### src/design/arpr_pkg.sv
// Shared types, constants and reply-byte functions for the ARP request responder.
`default_nettype none
package arpr_pkg;

   localparam int MIN_FRAME_BYTES_DEF = 42;
   localparam int COUNT_W             = 6;
   localparam int MAC_W               = 48;
   localparam int IP_W                = 32;
   localparam int CSR_DATA_W          = 64;
   localparam int CSR_ADDR_W          = 4;

   localparam logic [COUNT_W-1:0] REPLY_LEN = 6'd42;
   localparam logic [COUNT_W-1:0] COUNT_MAX = 6'd63;
   localparam logic [COUNT_W-1:0] REPLY_END = 6'd41;

   // Received frame byte positions
   localparam logic [COUNT_W-1:0] POS_TYPE_HI   = 6'd12;
   localparam logic [COUNT_W-1:0] POS_TYPE_LO   = 6'd13;
   localparam logic [COUNT_W-1:0] POS_OPER_HI   = 6'd20;
   localparam logic [COUNT_W-1:0] POS_OPER_LO   = 6'd21;
   localparam logic [COUNT_W-1:0] POS_SHA_FIRST = 6'd22;
   localparam logic [COUNT_W-1:0] POS_SPA_FIRST = 6'd28;
   localparam logic [COUNT_W-1:0] POS_THA_FIRST = 6'd32;
   localparam logic [COUNT_W-1:0] POS_TPA_FIRST = 6'd38;
   localparam logic [COUNT_W-1:0] POS_TPA_END   = 6'd42;
   localparam logic [COUNT_W-1:0] POS_SRC_FIRST = 6'd6;

   localparam logic [7:0] ETYPE_ARP_HI  = 8'h08;
   localparam logic [7:0] ETYPE_ARP_LO  = 8'h06;
   localparam logic [7:0] ETYPE_IP_HI   = 8'h08;
   localparam logic [7:0] ETYPE_IP_LO   = 8'h00;
   localparam logic [7:0] HTYPE_HI      = 8'h00;
   localparam logic [7:0] HTYPE_LO      = 8'h01;
   localparam logic [7:0] HLEN          = 8'h06;
   localparam logic [7:0] PLEN          = 8'h04;
   localparam logic [7:0] OPER_HI       = 8'h00;
   localparam logic [7:0] OPER_REQ_LO   = 8'h01;
   localparam logic [7:0] OPER_REPLY_LO = 8'h02;

   localparam logic [IP_W-1:0]  OWN_IP_RESET  = 32'hC0A8_0114;
   localparam logic [MAC_W-1:0] OWN_MAC_RESET = 48'h0;

   // Register index codes, taken from paddr[3]
   localparam logic REG_OWN_MAC = 1'b0;
   localparam logic REG_OWN_IP  = 1'b1;

   typedef struct packed {
      logic [7:0] rx_byte;
      logic       rx_last;
   } req_beat_type;

   typedef struct packed {
      logic [7:0] tx_byte;
      logic       tx_last;
   } rsp_beat_type;

   typedef struct packed {
      logic             start;
      logic [MAC_W-1:0] mac;
      logic [IP_W-1:0]  ip;
   } reply_start_type;

   function automatic logic [7:0] mac_byte(input logic [MAC_W-1:0] mac, input logic [2:0] k);
      logic [5:0] sh;
      sh = {3'(3'd5 - k), 3'b000};
      return 8'(mac >> sh);
   endfunction

   function automatic logic [7:0] ip_byte(input logic [IP_W-1:0] ip, input logic [1:0] k);
      logic [4:0] sh;
      sh = {2'(2'd3 - k), 3'b000};
      return 8'(ip >> sh);
   endfunction

   function automatic logic [7:0] reply_byte(input logic [COUNT_W-1:0] i,
                                             input logic [MAC_W-1:0]   req_mac,
                                             input logic [IP_W-1:0]    req_ip,
                                             input logic [MAC_W-1:0]   own_mac,
                                             input logic [IP_W-1:0]    own_ip);
      logic [7:0] b;
      b = 8'h00;
      if (i < POS_SRC_FIRST)
         b = mac_byte(req_mac, 3'(i));
      else if (i < POS_TYPE_HI)
         b = mac_byte(own_mac, 3'(i - POS_SRC_FIRST));
      else if (i < POS_SHA_FIRST) begin
         unique case (i)
            6'd12:   b = ETYPE_ARP_HI;
            6'd13:   b = ETYPE_ARP_LO;
            6'd14:   b = HTYPE_HI;
            6'd15:   b = HTYPE_LO;
            6'd16:   b = ETYPE_IP_HI;
            6'd17:   b = ETYPE_IP_LO;
            6'd18:   b = HLEN;
            6'd19:   b = PLEN;
            6'd20:   b = OPER_HI;
            6'd21:   b = OPER_REPLY_LO;
            default: b = 8'h00;
         endcase
      end
      else if (i < POS_SPA_FIRST)
         b = mac_byte(own_mac, 3'(i - POS_SHA_FIRST));
      else if (i < POS_THA_FIRST)
         b = ip_byte(own_ip, 2'(i - POS_SPA_FIRST));
      else if (i < POS_TPA_FIRST)
         b = mac_byte(req_mac, 3'(i - POS_THA_FIRST));
      else if (i < POS_TPA_END)
         b = ip_byte(req_ip, 2'(i - POS_TPA_FIRST));
      return b;
   endfunction

endpackage
`default_nettype wire

### src/design/arp_request_responder_core.sv
// Top level of the ARP request responder: parser, reply generator and registers.
//
//   port group   direction  beat
//   req_*        in         one received frame byte and its last mark
//   rsp_*        out        one reply byte and its last mark
//   csr_*        in/out     APB-style access to own_mac (0x0) and own_ip (0x8)
//
// One received byte is taken per cycle. A matching frame's last byte starts a
// 42-beat reply, sent one beat per cycle from a registered output stage.
// While a reply is still being generated, only a frame's last byte is held off.
// Reset is synchronous; own_ip comes up as 192.168.1.20, own_mac as zero.
// rsp_stall holds the output register; received bytes keep flowing meanwhile.
`default_nettype none
module arp_request_responder_core #(
   parameter int MIN_FRAME_BYTES = arpr_pkg::MIN_FRAME_BYTES_DEF
) (
   input  wire logic                              clock,
   input  wire logic                              reset,
   input  wire logic                              req_valid,
   output logic                                   req_stall,
   input  wire arpr_pkg::req_beat_type            req_data,
   output logic                                   rsp_valid,
   input  wire logic                              rsp_stall,
   output arpr_pkg::rsp_beat_type                 rsp_data,
   input  wire logic                              csr_psel,
   input  wire logic                              csr_penable,
   input  wire logic                              csr_pwrite,
   input  wire logic [arpr_pkg::CSR_ADDR_W-1:0]   csr_paddr,
   input  wire logic [arpr_pkg::CSR_DATA_W-1:0]   csr_pwdata,
   output logic      [arpr_pkg::CSR_DATA_W-1:0]   csr_prdata,
   output logic                                   csr_pready
);

   logic [arpr_pkg::MAC_W-1:0] own_mac;
   logic [arpr_pkg::IP_W-1:0]  own_ip;
   logic                       busy;
   logic                       beat_ok;
   arpr_pkg::reply_start_type  reply;

   assign req_stall = busy & req_valid & req_data.rx_last;
   assign beat_ok   = req_valid & ~req_stall;

   arpr_csr u_csr (
      .clock       (clock),
      .reset       (reset),
      .csr_psel    (csr_psel),
      .csr_penable (csr_penable),
      .csr_pwrite  (csr_pwrite),
      .csr_paddr   (csr_paddr),
      .csr_pwdata  (csr_pwdata),
      .csr_prdata  (csr_prdata),
      .csr_pready  (csr_pready),
      .own_mac     (own_mac),
      .own_ip      (own_ip)
   );

   arpr_rx_parser #(
      .MIN_FRAME_BYTES (MIN_FRAME_BYTES)
   ) u_rx_parser (
      .clock   (clock),
      .reset   (reset),
      .beat_ok (beat_ok),
      .beat    (req_data),
      .own_ip  (own_ip),
      .reply   (reply)
   );

   arpr_tx_gen u_tx_gen (
      .clock     (clock),
      .reset     (reset),
      .reply     (reply),
      .own_mac   (own_mac),
      .own_ip    (own_ip),
      .busy      (busy),
      .rsp_valid (rsp_valid),
      .rsp_stall (rsp_stall),
      .rsp_data  (rsp_data)
   );

endmodule
`default_nettype wire

### src/design/arpr_csr.sv
// Configuration registers (own MAC and IP) behind an APB-style port.
`default_nettype none
module arpr_csr (
   input  wire logic                               clock,
   input  wire logic                               reset,
   input  wire logic                               csr_psel,
   input  wire logic                               csr_penable,
   input  wire logic                               csr_pwrite,
   input  wire logic [arpr_pkg::CSR_ADDR_W-1:0]    csr_paddr,
   input  wire logic [arpr_pkg::CSR_DATA_W-1:0]    csr_pwdata,
   output logic      [arpr_pkg::CSR_DATA_W-1:0]    csr_prdata,
   output logic                                    csr_pready,
   output logic      [arpr_pkg::MAC_W-1:0]         own_mac,
   output logic      [arpr_pkg::IP_W-1:0]          own_ip
);

   logic [arpr_pkg::MAC_W-1:0] own_mac_ff;
   logic [arpr_pkg::IP_W-1:0]  own_ip_ff;
   logic                       wr_en;

   assign csr_pready = 1'b1;
   assign wr_en      = csr_psel & csr_penable & csr_pwrite & csr_pready;

   always_ff @(posedge clock) begin
      if (reset) begin
         own_mac_ff <= arpr_pkg::OWN_MAC_RESET;
         own_ip_ff  <= arpr_pkg::OWN_IP_RESET;
      end else if (wr_en) begin
         unique case (csr_paddr[3])
            arpr_pkg::REG_OWN_MAC: own_mac_ff <= csr_pwdata[arpr_pkg::MAC_W-1:0];
            arpr_pkg::REG_OWN_IP:  own_ip_ff  <= csr_pwdata[arpr_pkg::IP_W-1:0];
            default:               own_ip_ff  <= own_ip_ff;
         endcase
      end
   end

   always_comb begin
      unique case (csr_paddr[3])
         arpr_pkg::REG_OWN_MAC: csr_prdata = 64'(own_mac_ff);
         arpr_pkg::REG_OWN_IP:  csr_prdata = 64'(own_ip_ff);
         default:               csr_prdata = '0;
      endcase
   end

   assign own_mac = own_mac_ff;
   assign own_ip  = own_ip_ff;

endmodule
`default_nettype wire

### src/design/arpr_rx_parser.sv
// Received frame parser: byte count, header checks and requester capture.
`default_nettype none
module arpr_rx_parser #(
   parameter int MIN_FRAME_BYTES = arpr_pkg::MIN_FRAME_BYTES_DEF
) (
   input  wire logic                          clock,
   input  wire logic                          reset,
   input  wire logic                          beat_ok,
   input  wire arpr_pkg::req_beat_type        beat,
   input  wire logic [arpr_pkg::IP_W-1:0]     own_ip,
   output arpr_pkg::reply_start_type          reply
);

   localparam logic [arpr_pkg::COUNT_W-1:0] MIN_BYTES = arpr_pkg::COUNT_W'(MIN_FRAME_BYTES);

   logic [arpr_pkg::COUNT_W-1:0] count_ff,  count_in, total;
   logic [arpr_pkg::MAC_W-1:0]   req_mac_ff, req_mac_in;
   logic [arpr_pkg::IP_W-1:0]    req_ip_ff,  req_ip_in;
   logic type_ok_ff,   type_ok_in;
   logic opcode_ok_ff, opcode_ok_in;
   logic target_ok_ff, target_ok_in;
   logic match;

   always_comb begin
      type_ok_in   = type_ok_ff;
      opcode_ok_in = opcode_ok_ff;
      target_ok_in = target_ok_ff;
      req_mac_in   = req_mac_ff;
      req_ip_in    = req_ip_ff;
      priority if (count_ff == arpr_pkg::POS_TYPE_HI)
         type_ok_in = (beat.rx_byte == arpr_pkg::ETYPE_ARP_HI);
      else if (count_ff == arpr_pkg::POS_TYPE_LO)
         type_ok_in = type_ok_ff & (beat.rx_byte == arpr_pkg::ETYPE_ARP_LO);
      else if (count_ff == arpr_pkg::POS_OPER_HI)
         opcode_ok_in = (beat.rx_byte == arpr_pkg::OPER_HI);
      else if (count_ff == arpr_pkg::POS_OPER_LO)
         opcode_ok_in = opcode_ok_ff & (beat.rx_byte == arpr_pkg::OPER_REQ_LO);
      else if (count_ff >= arpr_pkg::POS_SHA_FIRST && count_ff < arpr_pkg::POS_SPA_FIRST)
         req_mac_in = {req_mac_ff[arpr_pkg::MAC_W-9:0], beat.rx_byte};
      else if (count_ff >= arpr_pkg::POS_SPA_FIRST && count_ff < arpr_pkg::POS_THA_FIRST)
         req_ip_in = {req_ip_ff[arpr_pkg::IP_W-9:0], beat.rx_byte};
      else if (count_ff == arpr_pkg::POS_TPA_FIRST)
         target_ok_in = (beat.rx_byte == arpr_pkg::ip_byte(own_ip, 2'd0));
      else if (count_ff > arpr_pkg::POS_TPA_FIRST && count_ff < arpr_pkg::POS_TPA_END)
         target_ok_in = target_ok_ff & (beat.rx_byte ==
                        arpr_pkg::ip_byte(own_ip, 2'(count_ff - arpr_pkg::POS_TPA_FIRST)));
      else
         type_ok_in = type_ok_ff;

      total = (count_ff < arpr_pkg::COUNT_MAX) ? 6'(count_ff + 6'd1) : arpr_pkg::COUNT_MAX;
      count_in = total;
      match = (total >= MIN_BYTES) && (total >= arpr_pkg::REPLY_LEN)
              && type_ok_in && opcode_ok_in && target_ok_in;

      // Frame end: drop every flag so nothing carries into the next frame
      if (beat.rx_last) begin
         count_in     = '0;
         type_ok_in   = 1'b0;
         opcode_ok_in = 1'b0;
         target_ok_in = 1'b0;
      end
   end

   always_ff @(posedge clock) begin
      if (reset) begin
         count_ff     <= '0;
         type_ok_ff   <= 1'b0;
         opcode_ok_ff <= 1'b0;
         target_ok_ff <= 1'b0;
         req_mac_ff   <= '0;
         req_ip_ff    <= '0;
      end else if (beat_ok) begin
         count_ff     <= count_in;
         type_ok_ff   <= type_ok_in;
         opcode_ok_ff <= opcode_ok_in;
         target_ok_ff <= target_ok_in;
         req_mac_ff   <= req_mac_in;
         req_ip_ff    <= req_ip_in;
      end
   end

   assign reply.start = beat_ok & beat.rx_last & match;
   assign reply.mac   = req_mac_in;
   assign reply.ip    = req_ip_in;

endmodule
`default_nettype wire

### src/design/arpr_tx_gen.sv
// Reply generator: walks the 42 reply bytes into the output register.
`default_nettype none
module arpr_tx_gen (
   input  wire logic                          clock,
   input  wire logic                          reset,
   input  wire arpr_pkg::reply_start_type     reply,
   input  wire logic [arpr_pkg::MAC_W-1:0]    own_mac,
   input  wire logic [arpr_pkg::IP_W-1:0]     own_ip,
   output logic                               busy,
   output logic                               rsp_valid,
   input  wire logic                          rsp_stall,
   output arpr_pkg::rsp_beat_type             rsp_data
);

   logic                         busy_ff;
   logic [arpr_pkg::COUNT_W-1:0] idx_ff;
   logic [arpr_pkg::MAC_W-1:0]   mac_ff;
   logic [arpr_pkg::IP_W-1:0]    ip_ff;
   logic                         out_valid_ff;
   arpr_pkg::rsp_beat_type       out_ff, out_in;
   logic                         out_load;

   assign out_load       = ~out_valid_ff | ~rsp_stall;
   assign out_in.tx_byte = arpr_pkg::reply_byte(idx_ff, mac_ff, ip_ff, own_mac, own_ip);
   assign out_in.tx_last = (idx_ff == arpr_pkg::REPLY_END);

   always_ff @(posedge clock) begin
      if (reset) begin
         busy_ff      <= 1'b0;
         idx_ff       <= '0;
         out_valid_ff <= 1'b0;
      end else begin
         if (out_load) begin
            out_valid_ff <= busy_ff;
            if (busy_ff) begin
               idx_ff <= 6'(idx_ff + 6'd1);
               if (out_in.tx_last)
                  busy_ff <= 1'b0;
            end
         end
         // Upstream holds the last beat while busy, so start never meets a live reply
         if (reply.start) begin
            busy_ff <= 1'b1;
            idx_ff  <= '0;
         end
      end
   end

   always_ff @(posedge clock) begin
      if (reply.start) begin
         mac_ff <= reply.mac;
         ip_ff  <= reply.ip;
      end
      if (out_load && busy_ff)
         out_ff <= out_in;
   end

   assign busy      = busy_ff;
   assign rsp_valid = out_valid_ff;
   assign rsp_data  = out_ff;

endmodule
`default_nettype wire

### config.mk
export PLATFORM = sky130hd
export DESIGN_NAME = arp_request_responder_core
export DESIGN_NICKNAME = d
export VERILOG_FILES = /design/src/design/arpr_pkg.sv /design/src/design/arp_request_responder_core.sv /design/src/design/arpr_csr.sv /design/src/design/arpr_rx_parser.sv /design/src/design/arpr_tx_gen.sv
export SDC_FILE = /design/constraint.sdc
export NUM_CORES = 1
export LEC_CHECK = 0
export BUFFER_PORTS_ARGS = -buffer_cell sky130_fd_sc_hd__buf_4
export CORE_MARGIN = 2
export CORE_UTILIZATION = 59
export CTS_BUF_LIST = sky130_fd_sc_hd__clkbuf_4 sky130_fd_sc_hd__clkbuf_8 sky130_fd_sc_hd__clkbuf_16
export DETAILED_ROUTE_END_ITERATION = 8
export HOLD_SLACK_MARGIN = 0.15
export PLACE_DENSITY = 0.79
export SYNTH_ARGS = -nofsm -noshare
export SYNTH_HDL_FRONTEND = slang
export SYNTH_SLANG_ARGS = --single-unit
export TNS_END_PERCENT = 10
### constraint.sdc
create_clock -name clock -period 5.2 [get_ports clock]
set_clock_uncertainty 0.05 [all_clocks]
set_input_delay 1.04 -clock clock [delete_from_list [all_inputs] [get_ports clock]]
set_output_delay 1.04 -clock clock [all_outputs]
set_load 0.05 [all_outputs]
==> reports/summary.txt, run 1 <==
Worst hold slack - 0.417 ns
Setup violators final - 0
Dpl hpwl - 20.6 mm
Worst path arrival time - 4.29 ns
Rel. slew slack - 0.245
Number of global-route vias before repair - 9927
Main synth FF type - dfxtp_1
Drt first-iter violations - 1088
Setup_tns - 0 ns
Post-CTS Setup Repair Bufs - 0
Fmax - 244 MHz
Max cap viols - 0
Reg2Reg Depth - 9
PD cells - 307 nW/um^2
Crit path max fanout - 51
Post-synthesis xor/xnor area fraction - 0.0173
Hold buffers post-CTS - 0
Post-Place Setup Slack - 1.03 ns
Syn avg cell area - 9.62 um^2
Placer Congestion - 0.943
Final Max Slew Viols - 0
RSZ-0062 raised after global routing - no
Setup slack after layout - 1.10 ns
Initial antenna violation count - 0
Worst Setup SP - u_rx_parser.count_ff[1]$_SDFFE_PP0P_
FP Rows - 54
Area Growth Syn to Fin - 13.8%
Mux contribution to synthesized area - 0.178
Pwr Total - 4.59 mW
First-pass GRT wire length - 51.2 mm
Post-route ant nets - 0
Clock Pin Slew Worst Setup and Hold Paths - 0.06 ns
Hold Vio Cnt, Final - 0
Cell count after synthesis - 1366
Reg-to-reg startpoint - u_rx_parser.count_ff[1]$_SDFFE_PP0P_
Most common cell after layout, fill and taps aside - nor2_1
Maximum vdd drop - 354 uV
Status - completed
DR pass1 iterations - 5
Post-route clock period utilization - 0.788
H-tree Lvls - 1
Post-Synth Simple-Gate Area - 0.186
Hold WC Path Type - register to register
Final nets - 1512
Die width - 153 um
Syn. warnings - 0
GR Util All Layers - 0.265
Non-filler cells, final - 1723
Synth Area in Compound Gates - 0.0872
Share of cells above drive strength 1 - 0.243
Ports - 160
Number of synthesized register bits - 270
Synth Area in Adders - 0.00571
Die area - 23500 um^2
WP data required - 5.39 ns
# diodes - 0
Wire per inst - 18.4 um
Main combinational cell family by area after synthesis - simple AND/OR/NAND/NOR gates
Worst skew pair latency - 0.55 ns
Tmin final - 4.10 ns
Crit. End Element - register
Startpoint types - register
Seq/Total Area, Yosys - 0.479
Core footprint - 21800 um^2
Resized Gates After CTS - 0
Vert. Die Dim - 153 um
Worst Hold Depth - 2
GRT Residual Overflow - 0
Via/cell ratio - 6.01
Placed insts - 1672
Vias - 10.4k
Port bufs - 123
Synth async-reset ratio - 0
Most frequent cells in the layout - nor2_1, nand2_1, dfxtp_1, buf_4, mux2_2
Routed WL - 31.7 mm
Root cell of the clock tree - clkbuf_16
Clock Tree Buf Depth - 3
Num Clock Sinks - 270
Worst-margin pin slew - 1.13 ns
Initial core utilization - 0.602
Setup CP Type - register to register
CTS Buf Count - 28
# DRC - 0
P_leak - 5.61 nW
Largest net degree at the start of global routing - 98
CTS tree - yes
Yosys cell types - 66
HP Start - u_csr.own_mac[46]$_SDFFE_PP0P_
Post-Synthesis Cell Area - 13100 um^2
EDFF count, synth - 89
[metrics by stage]
stage,cell area [um^2],util
final,15000,0.685
after global routing,15000,0.685
after CTS,15000,0.685
after detailed placement,14100,0.644
after global placement,14100,0.644
after floorplan,13200,-
[area by class of cell]
cell class / count / area, um^2
clock inverter: 8 / 53.8
sequential: 270 / 6300
tap: 280 / 350
inverter: 13 / 48.8
fill: 1654 / 6860
timing repair buffer: 137 / 1040
multi-input combinational: 972 / 6320
clock buffer: 43 / 843
[Yosys cell counts (6+ instances only)]
library cell	number	area, um^2
a211oi_1	13	97.6
a21oi_1	104	521
a31oi_1	7	43.8
and2_1	7	43.8
buf_2	14	70.1
buf_4	18	135
clkbuf_1	88	330
dfxtp_1	181	3620
edfxtp_1	89	2670
ha_1	6	75.1
inv_1	13	48.8
mux2_2	113	1270
mux2i_1	25	250
mux4_2	36	811
nand2_1	191	717
nand3_1	12	60.1
nand3b_1	10	75.1
nor2_1	193	724
nor2b_1	22	138
nor3_1	88	440
nor4_1	7	43.8
o21ai_0	25	125
xnor2_1	23	201
[where the power goes]
part	leakage [nW]	internal [mW]	total [mW]	switching (mW)
clock	0.459	1.12	1.93	0.810
combinational	2.82	0.150	0.386	0.236
sequential	2.32	2.23	2.27	0.0429
[metal layers]
layer / global-route usage / up-vias / wire, um
met2: 0.428 / 434 / 14800
met3: 0.0437 / 82 / 2320
met1: 0.364 / 4978 / 13500
li1: - / 4865 / -
met4: 0.0908 / 0 / 1030
met5: 0 / - / 0
[registers in the layout, summed over array words and instances (netlist names), named ones only]
| register | cells |
|---|---|
| u_tx_gen.rsp_data | 9 |
| u_tx_gen.ip_ff | 32 |
| u_rx_parser.opcode_ok_ff | 1 |
| u_rx_parser.target_ok_ff | 1 |
| u_rx_parser.req_mac_ff | 48 |
| u_tx_gen.idx_ff | 6 |
| u_rx_parser.count_ff | 6 |
| u_csr.own_mac | 48 |
| u_tx_gen.mac_ff | 48 |
| u_rx_parser.req_ip_ff | 32 |
| u_csr.own_ip | 32 |
| u_tx_gen.busy | 1 |
| u_tx_gen.rsp_valid | 1 |
| u_rx_parser.type_ok_ff | 1 |
[kinds of logic after synthesis]
group           count (synthesis)
compound gates                192
xor+xnor                       26
fa+ha+maj                       6
buf+inv                       139
flops                         270
mux                           174
other cells                     2
simple gates                  557
[worst max-delay path, cell delays in order, from the launching register on]
cell,delay [ns]
dfxtp_1,0.90
inv_1,0.18
ha_1,0.29
nand3b_1,0.17
o31a_1,0.11
o31ai_1,0.27
o2111ai_1,0.26
nor2_1,0.56
and2_4,0.71
buf_12,0.28
[final timing paths]
path	to	slack, ns
worst max-delay path	u_tx_gen.mac_ff[46]$_DFFE_PP_	1.10
worst min-delay path	u_csr.own_mac[46]$_SDFFE_PP0P_	0.42
worst min register to register	u_csr.own_mac[46]$_SDFFE_PP0P_	0.42
worst max register to register	u_tx_gen.mac_ff[46]$_DFFE_PP_	1.10
Power figures use the tool's default switching activity.
==> inputs of run 2 (changes only) <==
==> constraint.sdc (replaced) <==
create_clock -name clock -period 3.9 [get_ports clock]
set_clock_uncertainty 0.05 [all_clocks]
set_input_delay 0.78 -clock clock [delete_from_list [all_inputs] [get_ports clock]]
set_output_delay 0.78 -clock clock [all_outputs]
set_load 0.05 [all_outputs]
==> reports/summary.txt, run 2 (synthesized netlist as in run 1, its figures left out) <==
Share of cells above drive strength 1 - 0.247 (+0.00435)
Slowest Stage Delay on Critical Path - 0.67 ns (-0.23 ns)
GRT Residual Overflow - 0 (unchanged)
DR pass1 iterations - 5 (unchanged)
Largest net degree at the start of global routing - 81 (-17%)
Ports - 160 (unchanged)
Setup slack after layout - 0.719 ns (-0.384 ns)
Tmin final - 3.18 ns (-0.916 ns)
WP data required - 4.04 ns (-1.35 ns)
Setup CP Type - register to register
Max cap viols - 0 (unchanged)
Initial core utilization - 0.602 (unchanged)
Port bufs - 123 (unchanged)
Area Growth Syn to Fin - 15.1%
Fillers - 1605 (-3.0%)
Top delay family on crit path - simple AND/OR/NAND/NOR gates
Worst skew pair latency - 0.54 ns (about the same)
Setup_tns - 0 ns (unchanged)
Most common cell after layout, fill and taps aside - nor2_1
Fmax - 314 MHz (+29%)
Setup violators final - 0 (unchanged)
Most frequent cells in the layout - nor2_1, nand2_1, dfxtp_1, buf_4, mux2_2
Buf/Inv on CP - 1 (-1)
Number of global-route vias before repair - 9908 (-0.19%)
CTS Buf Count - 28 (unchanged)
Drt first-iter violations - 945 (-13%)
Crit path max fanout - 80 (+57%)
Post-route clock period utilization - 0.816 (+0.0277)
Post-route ant nets - 0 (unchanged)
Fin util - 0.693 (+0.00751)
Initial antenna violation count - 0 (unchanged)
Final standard cell area without fillers - 15100 um^2 (+1.1%)
CP max-delay cell - dfxtp_1
DP Area - 14100 um^2 (+0.50%)
Final Max Slew Viols - 0 (unchanged)
Dpl hpwl - 21.1 mm (+2.4%)
RSZ-0062 raised after global routing - no
Core footprint - 21800 um^2 (unchanged)
# diodes - 0 (unchanged)
Wire per inst - 18.8 um (+2.2%)
Status - completed
Maximum vdd drop - 381 uV (+7.5%)
Hold buffers post-CTS - 0 (unchanged)
Crit. End Element - register
Pwr Total - 6.35 mW (+39%)
Vias - 10.4k (+0.55%)
Clock Pin Slew Worst Setup and Hold Paths - 0.06 ns (about the same)
Rel. slew slack - 0.322 (+0.0770)
Worst path arrival time - 3.32 ns (-0.97 ns)
# DRC - 0 (unchanged)
Cell Chain, Critical Path - mux4_2 > xnor2_1 > nand4_1 > or4_4 > o21ai_2 > and2_4 > buf_12
GR Util All Layers - 0.273 (+0.00793)
Post-CTS Setup Repair Bufs - 0 (unchanged)
Die width - 153 um (unchanged)
FP Rows - 54 (unchanged)
H-tree Lvls - 1 (unchanged)
P_leak - 5.69 nW (+1.6%)
Startpoint types - register
Vert. Die Dim - 153 um (unchanged)
Placer Congestion - 0.883 (-6.4%)
Worst-margin pin slew - 1.01 ns (-0.115 ns)
Root cell of the clock tree - clkbuf_16
Final nets - 1518 (+0.40%)
PD cells - 420 nW/um^2 (+37%)
Num Clock Sinks - 270 (unchanged)
Routed WL - 32.6 mm (+2.6%)
Hold Vio Cnt, Final - 0 (unchanged)
Via/cell ratio - 6.02 (+0.14%)
CTS tree - yes
Post-Place Setup Slack - 0.706 ns (-0.325 ns)
First-pass GRT wire length - 52.3 mm (+2.0%)
Die area - 23500 um^2 (unchanged)
Clock Tree Buf Depth - 3 (unchanged)
Hold WC Path Type - primary input to register
Resized Gates After CTS - 0 (unchanged)
run 2: metrics by stage:
step | std cells | hold WS (ns)
floorplan | 1381 | 0.391
global placement | 1678 | 0.402
detailed placement | 1678 | 0.407
CTS | 1730 | 0.396
global route | 1730 | 0.397
finish | 1730 | 0.407
run 2: power breakdown:
part | switching [mW] | internal, mW
clock | 1.10 | 1.69
combinational | 0.322 | 0.202
sequential | 0.0580 | 2.97
total | 1.49 | 4.87
run 2: worst register-to-register path: stages (launching register included):
cell and delay, ns:
dfxtp_1 0.67, mux4_2 0.59, xnor2_1 0.15, nand4_1 0.16, or4_4 0.49, o21ai_2 0.16, and2_4 0.17, buf_12 0.35
run 2: path summary, 6_finish.rpt:
kind	from	to	slack, ns	cells past startpoint
hold / removal	csr_pwdata[4]	u_csr.own_ip[4]$_SDFFE_PP1P_	0.41	3
setup reg to reg	u_rx_parser.count_ff[1]$_SDFFE_PP0P_	u_tx_gen.mac_ff[7]$_DFFE_PP_	0.72	7
setup / recovery	u_rx_parser.count_ff[1]$_SDFFE_PP0P_	u_tx_gen.mac_ff[7]$_DFFE_PP_	0.72	7
hold reg to reg	u_csr.own_mac[45]$_SDFFE_PP0P_	u_csr.own_mac[45]$_SDFFE_PP0P_	0.42	2
run 2: routing by layer:
metal,track usage,up-vias,wire length (um)
met1,0.377,5072,14000
met4,0.0842,0,788
met5,0,-,0
met3,0.0428,58,2250
li1,-,4898,-
met2,0.444,388,15500
run 2: cell type report:
cell class,instances,area [um^2],area share
Timing Repair Buffer,143,1110,0.0735
Clock buffer,40,875,0.0578
Sequential cell,270,6300,0.417
Inverter,13,48.8,0.00323
Clock inverter,12,116,0.00769
Multi-Input combinational cell,972,6320,0.418
Tap cell,280,350,0.0232
==> inputs of run 3 (changes only) <==
==> constraint.sdc (replaced) <==
create_clock -name clock -period 3.05 [get_ports clock]
set_clock_uncertainty 0.05 [all_clocks]
set_input_delay 0.61 -clock clock [delete_from_list [all_inputs] [get_ports clock]]
set_output_delay 0.61 -clock clock [all_outputs]
set_load 0.05 [all_outputs]
==> reports/summary.txt, run 3 (synthesized netlist as in run 1, its figures left out) <==
Area Growth Syn to Fin - 16.1%
Crit path max fanout - 28 (-65%)
Worst path arrival time - 2.94 ns (-0.38 ns)
Wire per inst - 19.0 um (+1.1%)
GR Util All Layers - 0.276 (+0.00304)
Post-Place Setup Slack - 0.216 ns (-0.491 ns)
P_leak - 5.74 nW (+0.85%)
Worst R2R End - u_tx_gen.mac_ff[4]$_DFFE_PP_
Largest net degree at the start of global routing - 87 (+7.4%)
Vert. Die Dim - 153 um (unchanged)
Core footprint - 21800 um^2 (unchanged)
Setup CP Type - register to register
FF+latch area - 6300 um^2 (about the same)
Placer Congestion - 0.880 (-0.24%)
First-pass GRT wire length - 52.8 mm (+1.1%)
H-tree Lvls - 1 (unchanged)
Multi-input logic area - 6320 um^2 (unchanged)
Crit. End Element - register
Endpoint, Worst Hold - u_csr.own_ip[8]$_SDFFE_PP1P_
Die area - 23500 um^2 (unchanged)
Die width - 153 um (unchanged)
Met3 global-route usage - 0.0536 (+0.0108)
Hold WC Path Type - primary input to register
Status - completed
Setup slack after layout - 0.296 ns (-0.423 ns)
Worst Hold Depth - 3 (unchanged)
RSZ-0062 raised after global routing - no
Reg-to-reg startpoint - u_rx_parser.count_ff[1]$_SDFFE_PP0P_
Port bufs - 123 (unchanged)
Share of cells above drive strength 1 - 0.251 (+0.00396)
Root cell of the clock tree - clkbuf_16
R2r setup slk - 0.30 ns (-0.42 ns)
Fillers - 1579 (-1.6%)
DP Area - 14300 um^2 (+0.92%)
Worst-margin pin slew - 0.863 ns (-0.150 ns)
Vias - 10.5k (+0.98%)
Post-route clock period utilization - 0.903 (+0.0874)
Pwr Total - 8.18 mW (+29%)
Post-route ant nets - 0 (unchanged)
PD cells - 536 nW/um^2 (+28%)
Ports - 160 (unchanged)
Hold Vio Cnt, Final - 0 (unchanged)
Worst skew pair latency - 0.54 ns (about the same)
Max cap viols - 0 (unchanged)
Rel. slew slack - 0.424 (+0.102)
Maximum vdd drop - 477 uV (+25%)
Reg2Reg Depth - 7 (unchanged)
GRT Residual Overflow - 0 (unchanged)
Final standard cell area without fillers - 15300 um^2 (+0.89%)
Startpoint types - register
# DRC - 0 (unchanged)
WP data required - 3.24 ns (-0.80 ns)
Final Max Slew Viols - 0 (unchanged)
Clock Tree Buf Depth - 3 (unchanged)
Number of global-route vias before repair - 9984 (+0.77%)
Dpl hpwl - 21.5 mm (+2.1%)
CTS Buf Count - 28 (unchanged)
Final nets - 1527 (+0.59%)
Hold buffers post-CTS - 0 (unchanged)
Tmin final - 2.75 ns (-0.427 ns)
Global routing's busiest layer - met2
Via/cell ratio - 6.04 (+0.34%)
Setup violators final - 0 (unchanged)
Setup_tns - 0 ns (unchanged)
Fmax - 363 MHz (+15%)
Most frequent cells in the layout - nor2_1, nand2_1, dfxtp_1, buf_4, mux2_2
Num Clock Sinks - 270 (unchanged)
Clock Pin Slew Worst Setup and Hold Paths - 0.06 ns (about the same)
Post-CTS Setup Repair Bufs - 0 (unchanged)
DR pass1 iterations - 5 (unchanged)
Routed WL - 33.2 mm (+1.8%)
Initial antenna violation count - 2 (+2)
Initial core utilization - 0.602 (unchanged)
Drt first-iter violations - 1028 (+8.8%)
M2 GR Usage - 0.442 (-0.00255)
Fin util - 0.699 (+0.00619)
CTS tree - yes
HP Start - csr_pwdata[8]
Most common cell after layout, fill and taps aside - nor2_1
Met1 usage in global routing - 0.380 (+0.00300)
FP Rows - 54 (unchanged)
[run 3: cell count changes in the layout (fill, tap and decap cells not counted), sizes merged]
cell	before	now
buf	143	152
bufinv	2	4
clkbuf	40	35
clkinv	7	10
clkinvlp	0	2
diode	0	2
inv	16	14
[run 3: stage by stage]
stage	hold WS, ns	instances
2_1_floorplan	0.391	1381
3_3_place_gp	0.400	1687
3_5_place_dp	0.409	1687
4_1_cts	0.232	1739
5_1_grt	0.243	1739
6_report	0.243	1741
[run 3: worst max path at each step]
stage	from	end	slack (ns)	cells past startpoint
after detailed placement	u_rx_parser.count_ff[1]$_SDFFE_PP0P_	u_tx_gen.mac_ff[28]$_DFFE_PP_	0.22	7
final	u_rx_parser.count_ff[1]$_SDFFE_PP0P_	u_tx_gen.mac_ff[4]$_DFFE_PP_	0.30	7
after floorplan	u_rx_parser.count_ff[1]$_SDFFE_PP0P_	u_tx_gen.ip_ff[0]$_DFFE_PP_	0.006	7
after global placement	u_rx_parser.count_ff[1]$_SDFFE_PP0P_	u_tx_gen.mac_ff[28]$_DFFE_PP_	0.22	7
after CTS	u_rx_parser.count_ff[1]$_SDFFE_PP0P_	u_tx_gen.ip_ff[15]$_DFFE_PP_	0.20	7
after global routing	u_rx_parser.count_ff[1]$_SDFFE_PP0P_	u_tx_gen.ip_ff[19]$_DFFE_PP_	0.13	10
[run 3: cell type report]
class / instances / share of cell area
multi-input combinational: 972 / 0.414
clock buffer: 35 / 0.0517
tap: 280 / 0.0230
clock inverter: 17 / 0.0131
antenna: 2 / 0.000328
sequential: 270 / 0.413
inverter: 13 / 0.00320
timing repair buffer: 152 / 0.0813
[run 3: metal layers]
metal	wire length [um]	share of wire
met2	15800	0.48
met5	0	0
met1	13900	0.42
met4	818	0.025
met3	2600	0.078
[run 3: repair_timing]
| action | CTS | global route |
|---|---|---|
| gates resized for setup | 0 | 1 |
| hold endpoints to repair | 0 | 0 |
| endpoints found under the setup margin | 0 | 26 |
[run 3: worst max-delay path, stage by stage (launching register included)]
cell     delay [ns]
dfxtp_2        0.45
mux4_2         0.54
xnor2_1        0.14
nand4_1        0.16
or4_4          0.49
o21ai_2        0.15
and2_4         0.23
buf_12         0.20
[run 3: where the power goes]
group | internal [mW] | switching (mW) | total [mW]
sequential | 3.80 | 0.0739 | 3.87
clock | 2.18 | 1.45 | 3.62
combinational | 0.261 | 0.416 | 0.678
total | 6.24 | 1.94 | 8.18
